File: config.mk
export PLATFORM = sky130hd
export DESIGN_NAME = block_byte_fifo_top
export DESIGN_NICKNAME = d
export VERILOG_FILES = /design/src/sv/bbf_pkg.sv /design/src/sv/bbf_front.sv /design/src/sv/bbf_queue.sv /design/src/sv/bbf_back.sv /design/src/sv/block_byte_fifo_top.sv
export SDC_FILE = /design/constraint.sdc
export NUM_CORES = 2
export LEC_CHECK = 0
export ABC_CLOCK_PERIOD_IN_PS = 7600
export BUFFER_PORTS_ARGS = -buffer_cell sky130_fd_sc_hd__buf_2
export CORE_AREA = 2 2 597 302
export DETAILED_ROUTE_END_ITERATION = 10
export DIE_AREA = 0 0 599 304
export HOLD_SLACK_MARGIN = 0.05
export PLACE_DENSITY = 0.76
export REMOVE_ABC_BUFFERS = 1
export SYNTH_ARGS = -nofsm -noshare
export SYNTH_HDL_FRONTEND = slang
export SYNTH_SLANG_ARGS = --single-unit
File: constraint.sdc
create_clock -name clk_i -period 7.6 [get_ports clk_i]
set_clock_uncertainty 0.15 [all_clocks]
set_input_delay 1.52 -clock clk_i [delete_from_list [all_inputs] [get_ports clk_i]]
set_output_delay 1.52 -clock clk_i [all_outputs]
set_load 0.1 [all_outputs]
File: src/sv/bbf_pkg.sv
// ----------------------------------------------------------------------------
// bbf_pkg
// Shared types, constants and helpers for the block byte FIFO.
// ----------------------------------------------------------------------------
package bbf_pkg;

  localparam int unsigned DEPTH     = 256;
  localparam int unsigned MAX_BURST = 64;
  localparam int unsigned PTR_W     = $clog2(DEPTH);
  localparam int unsigned CNT_W     = $clog2(DEPTH + 1);
  localparam int unsigned BURST_W   = $clog2(MAX_BURST + 1);
  localparam int unsigned LEN_W     = 16;
  localparam int unsigned LOST_W    = 32;
  localparam int unsigned QDEPTH    = 4;
  localparam int unsigned QPTR_W    = $clog2(QDEPTH);
  localparam int unsigned QCNT_W    = $clog2(QDEPTH + 1);

  // transaction kinds
  localparam logic [2:0] KIND_PUT     = 3'd0;
  localparam logic [2:0] KIND_GET     = 3'd1;
  localparam logic [2:0] KIND_PEEK    = 3'd2;
  localparam logic [2:0] KIND_DISCARD = 3'd3;
  localparam logic [2:0] KIND_FLUSH   = 3'd4;

  // result status codes
  localparam logic [1:0] ST_OK      = 2'd0;
  localparam logic [1:0] ST_INVALID = 2'd1;
  localparam logic [1:0] ST_NOROOM  = 2'd2;
  localparam logic [1:0] ST_DROPPED = 2'd3;

  typedef struct packed {
    logic [2:0]       kind;
    logic [7:0]       data_byte;
    logic [LEN_W-1:0] op_length;
    logic             first_of_block;
  } in_t;

  typedef struct packed {
    logic [1:0]        status;
    logic [7:0]        read_byte;
    logic              last_of_run;
    logic [CNT_W-1:0]  moved_count;
    logic [CNT_W-1:0]  fill_level;
    logic [LOST_W-1:0] lost_blocks;
  } out_t;

  // work handed from front to back
  typedef struct packed {
    logic               is_burst;
    logic               wr_en;
    logic [PTR_W-1:0]   addr;
    logic [7:0]         wr_data;
    logic [BURST_W-1:0] len;
    logic [1:0]         status;
    logic [CNT_W-1:0]   moved;
    logic [CNT_W-1:0]   fill;
    logic [LOST_W-1:0]  lost;
  } job_t;

  // front status seen by back and top
  typedef struct packed {
    logic [CNT_W-1:0] cap;
    logic [CNT_W-1:0] used;
  } fst_t;

  function automatic logic [PTR_W-1:0] ptr_next(input logic [PTR_W-1:0] p,
                                                input logic [CNT_W-1:0] cap);
    logic [CNT_W-1:0] n;
    n = {1'b0, p} + CNT_W'(1);
    return (n >= cap) ? '0 : n[PTR_W-1:0];
  endfunction

endpackage

File: src/sv/bbf_front.sv
// ----------------------------------------------------------------------------
// bbf_front
// Accepts transactions, keeps pointers and counters, emits one job each.
// ----------------------------------------------------------------------------
module bbf_front (
  input  logic                      clk_i,
  input  logic                      rst_ni,
  input  logic                      cfg_we_i,
  input  logic [bbf_pkg::CNT_W-1:0] cfg_wdata_i,
  input  logic                      in_valid_i,
  output logic                      in_ready_o,
  input  bbf_pkg::in_t              in_i,
  output logic                      push_o,
  output bbf_pkg::job_t             job_o,
  input  logic                      q_ready_i,
  output bbf_pkg::fst_t             fst_o
);
  import bbf_pkg::*;

  logic [CNT_W-1:0]  cap_q, cap_d;
  logic [PTR_W-1:0]  rp_q, rp_d, wp_q, wp_d;
  logic [CNT_W-1:0]  used_q, used_d;
  logic [LOST_W-1:0] lost_q, lost_d;
  logic [LEN_W-1:0]  left_q, left_d;
  logic              rej_q, rej_d;

  logic [CNT_W-1:0]  free;
  logic [CNT_W-1:0]  n_adv;
  logic [CNT_W:0]    rp_sum;
  logic [PTR_W-1:0]  rp_adv;
  logic              store_ok;
  logic [LEN_W-1:0]  len;

  assign in_ready_o = q_ready_i;
  assign push_o     = in_valid_i && q_ready_i;
  assign fst_o.cap  = cap_q;
  assign fst_o.used = used_q;

  assign len      = in_i.op_length;
  assign free     = cap_q - used_q;
  assign store_ok = used_q < cap_q;

  // read pointer advance by n_adv, n_adv <= used so one subtract wraps it
  always_comb begin
    priority if (in_i.kind == KIND_DISCARD) begin
      n_adv = (len > LEN_W'(used_q)) ? used_q : len[CNT_W-1:0];
    end else begin
      n_adv = len[CNT_W-1:0];
    end
    rp_sum = {2'b00, rp_q} + {1'b0, n_adv};
    rp_adv = (rp_sum >= {1'b0, cap_q}) ? PTR_W'(rp_sum - {1'b0, cap_q})
                                        : rp_sum[PTR_W-1:0];
  end

  always_comb begin
    cap_d  = cap_q;
    rp_d   = rp_q;
    wp_d   = wp_q;
    used_d = used_q;
    lost_d = lost_q;
    left_d = left_q;
    rej_d  = rej_q;

    job_o          = '0;
    job_o.addr     = wp_q;
    job_o.wr_data  = in_i.data_byte;
    job_o.status   = ST_OK;

    if (cfg_we_i) begin
      if (cfg_wdata_i != '0) begin
        cap_d  = (cfg_wdata_i > CNT_W'(DEPTH)) ? CNT_W'(DEPTH) : cfg_wdata_i;
        rp_d   = '0;
        wp_d   = '0;
        used_d = '0;
        lost_d = '0;
        left_d = '0;
        rej_d  = 1'b0;
      end
    end else if (push_o) begin
      unique case (in_i.kind)
        KIND_PUT: begin
          if (in_i.first_of_block) begin
            left_d = '0;
            rej_d  = 1'b0;
            if (len == '0) begin
              job_o.status = ST_INVALID;
            end else if (len > LEN_W'(free)) begin
              lost_d       = lost_q + LOST_W'(1);
              rej_d        = 1'b1;
              left_d       = len - LEN_W'(1);
              job_o.status = ST_NOROOM;
            end else begin
              left_d = len - LEN_W'(1);
              if (store_ok) begin
                job_o.wr_en = 1'b1;
                wp_d        = ptr_next(wp_q, cap_q);
                used_d      = used_q + CNT_W'(1);
              end else begin
                job_o.status = ST_NOROOM;
              end
            end
          end else if (left_q == '0) begin
            job_o.status = ST_INVALID;
          end else begin
            left_d = left_q - LEN_W'(1);
            if (rej_q) begin
              job_o.status = ST_DROPPED;
            end else if (store_ok) begin
              job_o.wr_en = 1'b1;
              wp_d        = ptr_next(wp_q, cap_q);
              used_d      = used_q + CNT_W'(1);
            end else begin
              job_o.status = ST_NOROOM;
            end
          end
        end
        KIND_GET, KIND_PEEK: begin
          if (len == '0) begin
            job_o.status = ST_INVALID;
          end else if (len > LEN_W'(used_q) || len > LEN_W'(MAX_BURST)) begin
            job_o.status = ST_NOROOM;
          end else begin
            job_o.is_burst = 1'b1;
            job_o.addr     = rp_q;
            job_o.len      = len[BURST_W-1:0];
            if (in_i.kind == KIND_GET) begin
              used_d = used_q - len[CNT_W-1:0];
              rp_d   = rp_adv;
            end
          end
        end
        KIND_DISCARD: begin
          job_o.moved = n_adv;
          used_d      = used_q - n_adv;
          rp_d        = rp_adv;
        end
        KIND_FLUSH: begin
          rp_d   = '0;
          wp_d   = '0;
          used_d = '0;
        end
        default: begin
          job_o.status = ST_INVALID;
        end
      endcase
    end

    job_o.fill = used_d;
    job_o.lost = lost_d;
  end

  always_ff @(posedge clk_i or negedge rst_ni) begin
    if (!rst_ni) begin
      cap_q  <= CNT_W'(DEPTH);
      rp_q   <= '0;
      wp_q   <= '0;
      used_q <= '0;
      lost_q <= '0;
      left_q <= '0;
      rej_q  <= 1'b0;
    end else begin
      cap_q  <= cap_d;
      rp_q   <= rp_d;
      wp_q   <= wp_d;
      used_q <= used_d;
      lost_q <= lost_d;
      left_q <= left_d;
      rej_q  <= rej_d;
    end
  end

endmodule

File: src/sv/bbf_queue.sv
// ----------------------------------------------------------------------------
// bbf_queue
// Short job queue between front and back.
// ----------------------------------------------------------------------------
module bbf_queue (
  input  logic          clk_i,
  input  logic          rst_ni,
  input  logic          push_i,
  input  bbf_pkg::job_t push_job_i,
  output logic          ready_o,
  output logic          valid_o,
  output bbf_pkg::job_t head_o,
  input  logic          pop_i
);
  import bbf_pkg::*;

  job_t              mem_q [QDEPTH];
  logic [QPTR_W-1:0] wr_q, rd_q;
  logic [QCNT_W-1:0] cnt_q;

  assign ready_o = cnt_q != QCNT_W'(QDEPTH);
  assign valid_o = cnt_q != '0;
  assign head_o  = mem_q[rd_q];

  always_ff @(posedge clk_i) begin
    if (push_i) begin
      mem_q[wr_q] <= push_job_i;
    end
  end

  always_ff @(posedge clk_i or negedge rst_ni) begin
    if (!rst_ni) begin
      wr_q  <= '0;
      rd_q  <= '0;
      cnt_q <= '0;
    end else begin
      if (push_i) wr_q <= wr_q + QPTR_W'(1);
      if (pop_i)  rd_q <= rd_q + QPTR_W'(1);
      unique case ({push_i, pop_i})
        2'b10:   cnt_q <= cnt_q + QCNT_W'(1);
        2'b01:   cnt_q <= cnt_q - QCNT_W'(1);
        default: cnt_q <= cnt_q;
      endcase
    end
  end

endmodule

File: src/sv/bbf_back.sv
// ----------------------------------------------------------------------------
// bbf_back
// Byte store and result path: writes put bytes, streams get/peek bursts.
// ----------------------------------------------------------------------------
module bbf_back (
  input  logic                      clk_i,
  input  logic                      rst_ni,
  input  logic [bbf_pkg::CNT_W-1:0] cap_i,
  input  logic                      job_valid_i,
  input  bbf_pkg::job_t             job_i,
  output logic                      pop_o,
  output logic                      out_valid_o,
  input  logic                      out_ready_i,
  output bbf_pkg::out_t             out_o
);
  import bbf_pkg::*;

  logic [7:0]         store_q [DEPTH];
  logic [7:0]         rdata_q;

  logic               busy_q;
  logic [PTR_W-1:0]   addr_q;
  logic [BURST_W-1:0] left_q;

  logic               pend_valid_q;
  out_t               pend_q;
  logic               pend_rd_q;
  out_t               pend_out;

  logic               out_valid_q;
  out_t               out_q;

  logic               adv_out, pend_free, step, burst_last;
  logic [PTR_W-1:0]   cur_addr;
  logic [BURST_W-1:0] cur_left;

  assign adv_out    = !out_valid_q || out_ready_i;
  assign pend_free  = !pend_valid_q || adv_out;
  assign step       = job_valid_i && pend_free;
  assign cur_addr   = busy_q ? addr_q : job_i.addr;
  assign cur_left   = busy_q ? left_q : job_i.len;
  assign burst_last = cur_left == BURST_W'(1);
  assign pop_o      = step && (!job_i.is_burst || burst_last);

  assign out_valid_o = out_valid_q;
  assign out_o       = out_q;

  // pending result with the store byte merged in
  always_comb begin
    pend_out           = pend_q;
    pend_out.read_byte = pend_rd_q ? rdata_q : 8'h00;
  end

  // single port: a cycle either writes a put byte or reads a burst byte
  always_ff @(posedge clk_i) begin
    if (step && job_i.wr_en) begin
      store_q[job_i.addr] <= job_i.wr_data;
    end
    if (step && job_i.is_burst) begin
      rdata_q <= store_q[cur_addr];
    end
  end

  always_ff @(posedge clk_i) begin
    if (pend_free && step) begin
      pend_q.status      <= job_i.status;
      pend_q.read_byte   <= '0;
      pend_q.last_of_run <= !job_i.is_burst || burst_last;
      pend_q.moved_count <= job_i.moved;
      pend_q.fill_level  <= job_i.fill;
      pend_q.lost_blocks <= job_i.lost;
      pend_rd_q          <= job_i.is_burst;
    end
    if (adv_out && pend_valid_q) begin
      out_q <= pend_out;
    end
    if (step && job_i.is_burst) begin
      addr_q <= ptr_next(cur_addr, cap_i);
      left_q <= cur_left - BURST_W'(1);
    end
  end

  always_ff @(posedge clk_i or negedge rst_ni) begin
    if (!rst_ni) begin
      busy_q       <= 1'b0;
      pend_valid_q <= 1'b0;
      out_valid_q  <= 1'b0;
    end else begin
      if (step && job_i.is_burst) begin
        busy_q <= !burst_last;
      end
      if (pend_free) begin
        pend_valid_q <= step;
      end
      if (adv_out) begin
        out_valid_q <= pend_valid_q;
      end
    end
  end

endmodule

File: src/sv/block_byte_fifo_top.sv
// ----------------------------------------------------------------------------
// block_byte_fifo_top
// Circular byte FIFO with all-or-nothing block puts and burst get/peek.
// ----------------------------------------------------------------------------
// Results pass the job queue, the pending stage and the output register.
// Throughput: one transaction per cycle while the job queue has room; bursts
//   of get/peek hold the single-port 256-byte store to their last byte.
// Reset: asynchronous active-low; capacity returns to 256, queue empty, lost
//   count zero. The byte store itself is not cleared; no clearing pass.
// ----------------------------------------------------------------------------
module block_byte_fifo_top (
  input  logic                      clk_i,
  input  logic                      rst_ni,
  // configuration: capacity register
  input  logic                      cfg_we_i,
  input  logic [bbf_pkg::CNT_W-1:0] cfg_wdata_i,
  // input transactions
  input  logic                      in_valid_i,
  output logic                      in_ready_o,
  input  bbf_pkg::in_t              in_i,
  // result transactions
  output logic                      out_valid_o,
  input  logic                      out_ready_i,
  output bbf_pkg::out_t             out_o
);
  import bbf_pkg::*;

  // Front: owns pointers, fill level, lost count and put-block tracking.
  // Every accepted transaction becomes exactly one job, fully classified.
  logic push;
  job_t push_job;
  fst_t fst;
  logic q_ready;

  // Queue: lets the front keep accepting while a burst drains in the back.
  logic q_valid;
  job_t head;
  logic pop;

  bbf_front u_front (
    .clk_i       (clk_i),
    .rst_ni      (rst_ni),
    .cfg_we_i    (cfg_we_i),
    .cfg_wdata_i (cfg_wdata_i),
    .in_valid_i  (in_valid_i),
    .in_ready_o  (in_ready_o),
    .in_i        (in_i),
    .push_o      (push),
    .job_o       (push_job),
    .q_ready_i   (q_ready),
    .fst_o       (fst)
  );

  bbf_queue u_queue (
    .clk_i      (clk_i),
    .rst_ni     (rst_ni),
    .push_i     (push),
    .push_job_i (push_job),
    .ready_o    (q_ready),
    .valid_o    (q_valid),
    .head_o     (head),
    .pop_i      (pop)
  );

  // Back: performs store writes in job order so bursts see earlier puts,
  // and holds results in a pending stage plus output register.
  bbf_back u_back (
    .clk_i       (clk_i),
    .rst_ni      (rst_ni),
    .cap_i       (fst.cap),
    .job_valid_i (q_valid),
    .job_i       (head),
    .pop_o       (pop),
    .out_valid_o (out_valid_o),
    .out_ready_i (out_ready_i),
    .out_o       (out_o)
  );

  // capacity stays within the legal range
  assert property (@(posedge clk_i) disable iff (!rst_ni)
    fst.cap != '0 && fst.cap <= CNT_W'(DEPTH))
    else $error("capacity out of range");

  // fill level never exceeds capacity
  assert property (@(posedge clk_i) disable iff (!rst_ni)
    fst.used <= fst.cap)
    else $error("fill level above capacity");

  // only a successful burst produces non-final results
  assert property (@(posedge clk_i) disable iff (!rst_ni)
    out_valid_o && !out_o.last_of_run |-> out_o.status == ST_OK)
    else $error("non-final result with error status");

  // a queue pop only happens for a job that is present
  assert property (@(posedge clk_i) disable iff (!rst_ni)
    pop |-> q_valid)
    else $error("pop from empty job queue");

endmodule
==> impl_results.md <==
* Die Span Y at roughly 300 um
* Synth Flop Type: edfxtp_1
* Critical path type: flop to flop
* Vias in the first global route at around 65000
* Setup ws final at about 1.2 ns
* Max-Cap Viols at 0
* Clk network pwr share at 0.205
* Global-route wire length before repair at 463 mm
* RSZ-0062 raised after global routing: no
* Final core utilization at 0.650
* Most common cell in the synthesized netlist: edfxtp_1
* Fill cell count at 12400
* Drt wl/cell at 31.3 um
* DR WL met3 at slightly below 70 mm
* Combinational share of power at 0.431
* Hold Crit Class: flop to flop
* Run status: finished, final reports clean
* Setup crit start kind: flop
* Fin crit period at 6.36 ns
* Clock Sinks at 2587
* Dpl hpwl at about 210 mm
* Setup Viol. Count Final at 0
* Pint at ~30 mW
* Worst reg2reg path startpoint: u_front.used_q[1]$_DFF_PN0_
* Slew @ Worst Pin at around 1.4 ns
* Yosys warnings at 0
* Async S/R FF share, synth at 0.0359
* Nets at roughly 8000
* Crit path from: u_front.used_q[1]$_DFF_PN0_
* Largest net degree at the start of global routing at around 190
* Mean Syn Cell Area at roughly 14 sq um
* Initial core utilization at 0.594
* Initial antenna violation count at 21
* TritonCTS buffer count at roughly 210
* Post-Route M1 WL at approximately 130 mm
* Root Buffer: clkbuf_16
* Wire length on met2 at roughly 120 mm
* Hold Fails Final Rpt at 0
* Mapped cell area at 106000 sq um
* CP Data Required Time at roughly 8 ns
* Rows at 110
* Post-synth cell types at 84
* End of the worst register-to-register path: u_queue.mem_q[3][23]$_DFFE_PP_
* Via count at just over 70000
* Io pins at 105
* Port Buffers at 104
* DRT Pass-1 Iters at 7
* Final worst path period share at 0.837
* Number of synthesized register bits at 2587
* Die X at between 500 and 600 um
* Syn Inst Count at just under 8000
* Crit end category: flop
* Reg clk slew, reported paths at ~0.07 ns
* CTS tree: yes
* Detail Route Antenna Nets at 0
* Sw Share at 0.435
* Core Area at ~180000 sq um
* Uppermost layer routed: met5
* VDD IR max at approximately 590 uV
* CP endpoint: u_queue.mem_q[3][23]$_DFFE_PP_
* TNS Setup at 0 ns
* Synth top area share at 0.708
* CTS H-Tree Depth at 4
* Post-synth top cells: edfxtp_1 (2494), nand2_1 (1783), nand3_1 (627), nor2_1 (410), a21oi_1 (355)
* Fmax at between 150 and 200 MHz
* Sequential Power Share at 0.363
* Worst-path fanout max at 8
* Critical Path AT at roughly 6.8 ns
* DRC at 0
* Cts hold-fix bufs at 0
* Pre-CTS setup slack at just over 0.5 ns
* Synth area leaders: edfxtp_1 (71%), nand2_1 (6.3%), nand3_1 (3.0%)
* Net switching power at about 23 mW
* Sequential area share after synthesis at 0.730
* Register-to-register setup slack at about 1.2 ns
* Layout cells sized above 1 at 0.0921
* Layout area overhead at 9.40%
* LEAKAGE at 39.4 nW
* Worst rel slew slack at 0.0471
* Area leader, netlist: edfxtp_1
* Power Density at around 460 nW/um^2
* Max Root-Sink Buffers at 4
* Total wire length at 326 mm
* Die area at between 150000 and 200000 sq um
* Placer Congestion at roughly 1
* Slew Limit Fails at 0
* Number of setup buffers added after CTS at 0
* Resize count post-CTS at 0
* Latest clock arrival within the worst-skew pair at ~0.85 ns
* GRT Total Usage at 0.355
* Starting DRC count in detailed routing at between 10000 and 15000
* Vias per cell at ~6.8
* Grt ovf at 0
* Worst reg2reg path depth at 17
* EDFF count, synth at between 2000 and 2500
sequential cells by signal (all words and copies together), names as in the netlist, 8 cells and up:
name,flops
u_queue.mem_q,308
u_front.used_q,9
u_back.rdata_q,8
u_front.left_q,16
u_front.rp_q,8
u_back.addr_q,8
u_front.wp_q,8
u_back.out_o,61
u_back.store_q,2048
u_back.pend_out,53
u_front.cap_q,9
u_front.lost_q,32
final cells by class:
type	instances	area (sq um)	area share
multi-input combinational	4672	26300	0.227
sequential	2587	77200	0.668
antenna	9	22.5	0.000195
clock buffer	255	5560	0.0481
inverter	78	308	0.00266
timing repair buffer	284	2190	0.0189
tap	2408	3010	0.0261
clock inverter	126	1070	0.00927
critical path, cell delays in order, from the launching register on:
cell and delay, ns:
dfrtp_1 0.60, inv_1 0.37, fa_1 0.55, nand2_1 0.09, nand2_1 0.05, a21oi_1 0.27, o21ai_0 0.14, a21oi_1 0.20
xor2_1 0.30, ha_1 0.30, and3_1 0.15, nand4_1 0.09, a21oi_1 0.07, a31oi_1 0.59, nand2_1 0.61, nor3_1 0.54
nand2b_1 0.31, o31ai_1 0.66
worst min path at each step:
stage	start	end	slack, ns	cells past startpoint
floorplan	u_back.pend_out[0]$_DFFE_PP_	u_back.out_o[0]$_DFFE_PP_	0.25	0
global placement	u_back.pend_out[30]$_DFFE_PP_	u_back.out_o[30]$_DFFE_PP_	0.25	0
detailed placement	u_back.pend_out[12]$_DFFE_PP_	u_back.out_o[12]$_DFFE_PP_	0.25	0
CTS	u_back.pend_out[23]$_DFFE_PP_	u_back.out_o[23]$_DFFE_PP_	0.27	0
global route	u_back.pend_out[7]$_DFFE_PP_	u_back.out_o[7]$_DFFE_PP_	0.28	0
finish	u_back.pend_out[23]$_DFFE_PP_	u_back.out_o[23]$_DFFE_PP_	0.26	0
power by group through the flow:
stage	registers [mW]	logic, mW	clock network (mW)
floorplan	20.7	10.5	0
global placement	19.5	21.0	0
detailed placement	19.6	21.4	0
CTS	19.3	21.5	10.9
global route	19.4	23.5	11.4
finish	19.3	22.9	10.9
routing by layer:
layer	up-vias	GRT usage
met1	34600	0.539
met5	-	0.0141
met3	717	0.216
li1	29100	-
met2	6054	0.424
met4	20	0.0810
placed cells by master (no fill, tap or decap), types with 21 or more instances in the layout:
master / instances
clkbuf_16: 214
buf_12: 25
a21o_1: 30
clkinv_1: 49
buf_4: 156
buf_2: 103
nor2_1: 397
nor3_1: 50
clkinv_2: 45
o21ai_0: 92
a22oi_1: 99
a32oi_1: 112
dfrtp_1: 90
a21oi_1: 353
mux2i_1: 185
o22ai_1: 44
inv_1: 75
nor2b_1: 29
a221oi_1: 21
nor4_1: 44
edfxtp_1: 2494
nand3_1: 614
and3_1: 87
a31oi_1: 109
ha_1: 91
xor2_1: 21
nand4_1: 70
clkbuf_1: 36
nand2_1: 1783
mux4_2: 67
nand2b_1: 22
and2_1: 25
xnor2_1: 44
cells by family (layout without fill, tap and decap cells):
group / after synthesis / in the layout / synth area share
flops: 2587 / 2587 / 0.730
xor+xnor: 65 / 65 / 0.00539
other cells: 0 / 9 / 0
simple gates: 3200 / 3200 / 0.130
mux: 281 / 281 / 0.0358
buf+inv: 532 / 743 / 0.0231
fa+ha+maj: 97 / 97 / 0.0119
compound gates: 1029 / 1029 / 0.0634
stage by stage:
step | instances | total power [mW] | instance area, sq um | hold slack [ns]
floorplan | 7337 | 31.2 | 104000 | 0.250
global placement | 10000 | 40.5 | 109000 | 0.251
detailed placement | 10000 | 41.0 | 109000 | 0.255
CTS | 10400 | 51.7 | 116000 | 0.268
global route | 10400 | 54.3 | 116000 | 0.277
finish | 10400 | 53.1 | 116000 | 0.263
Power figures use the tool's default switching activity.
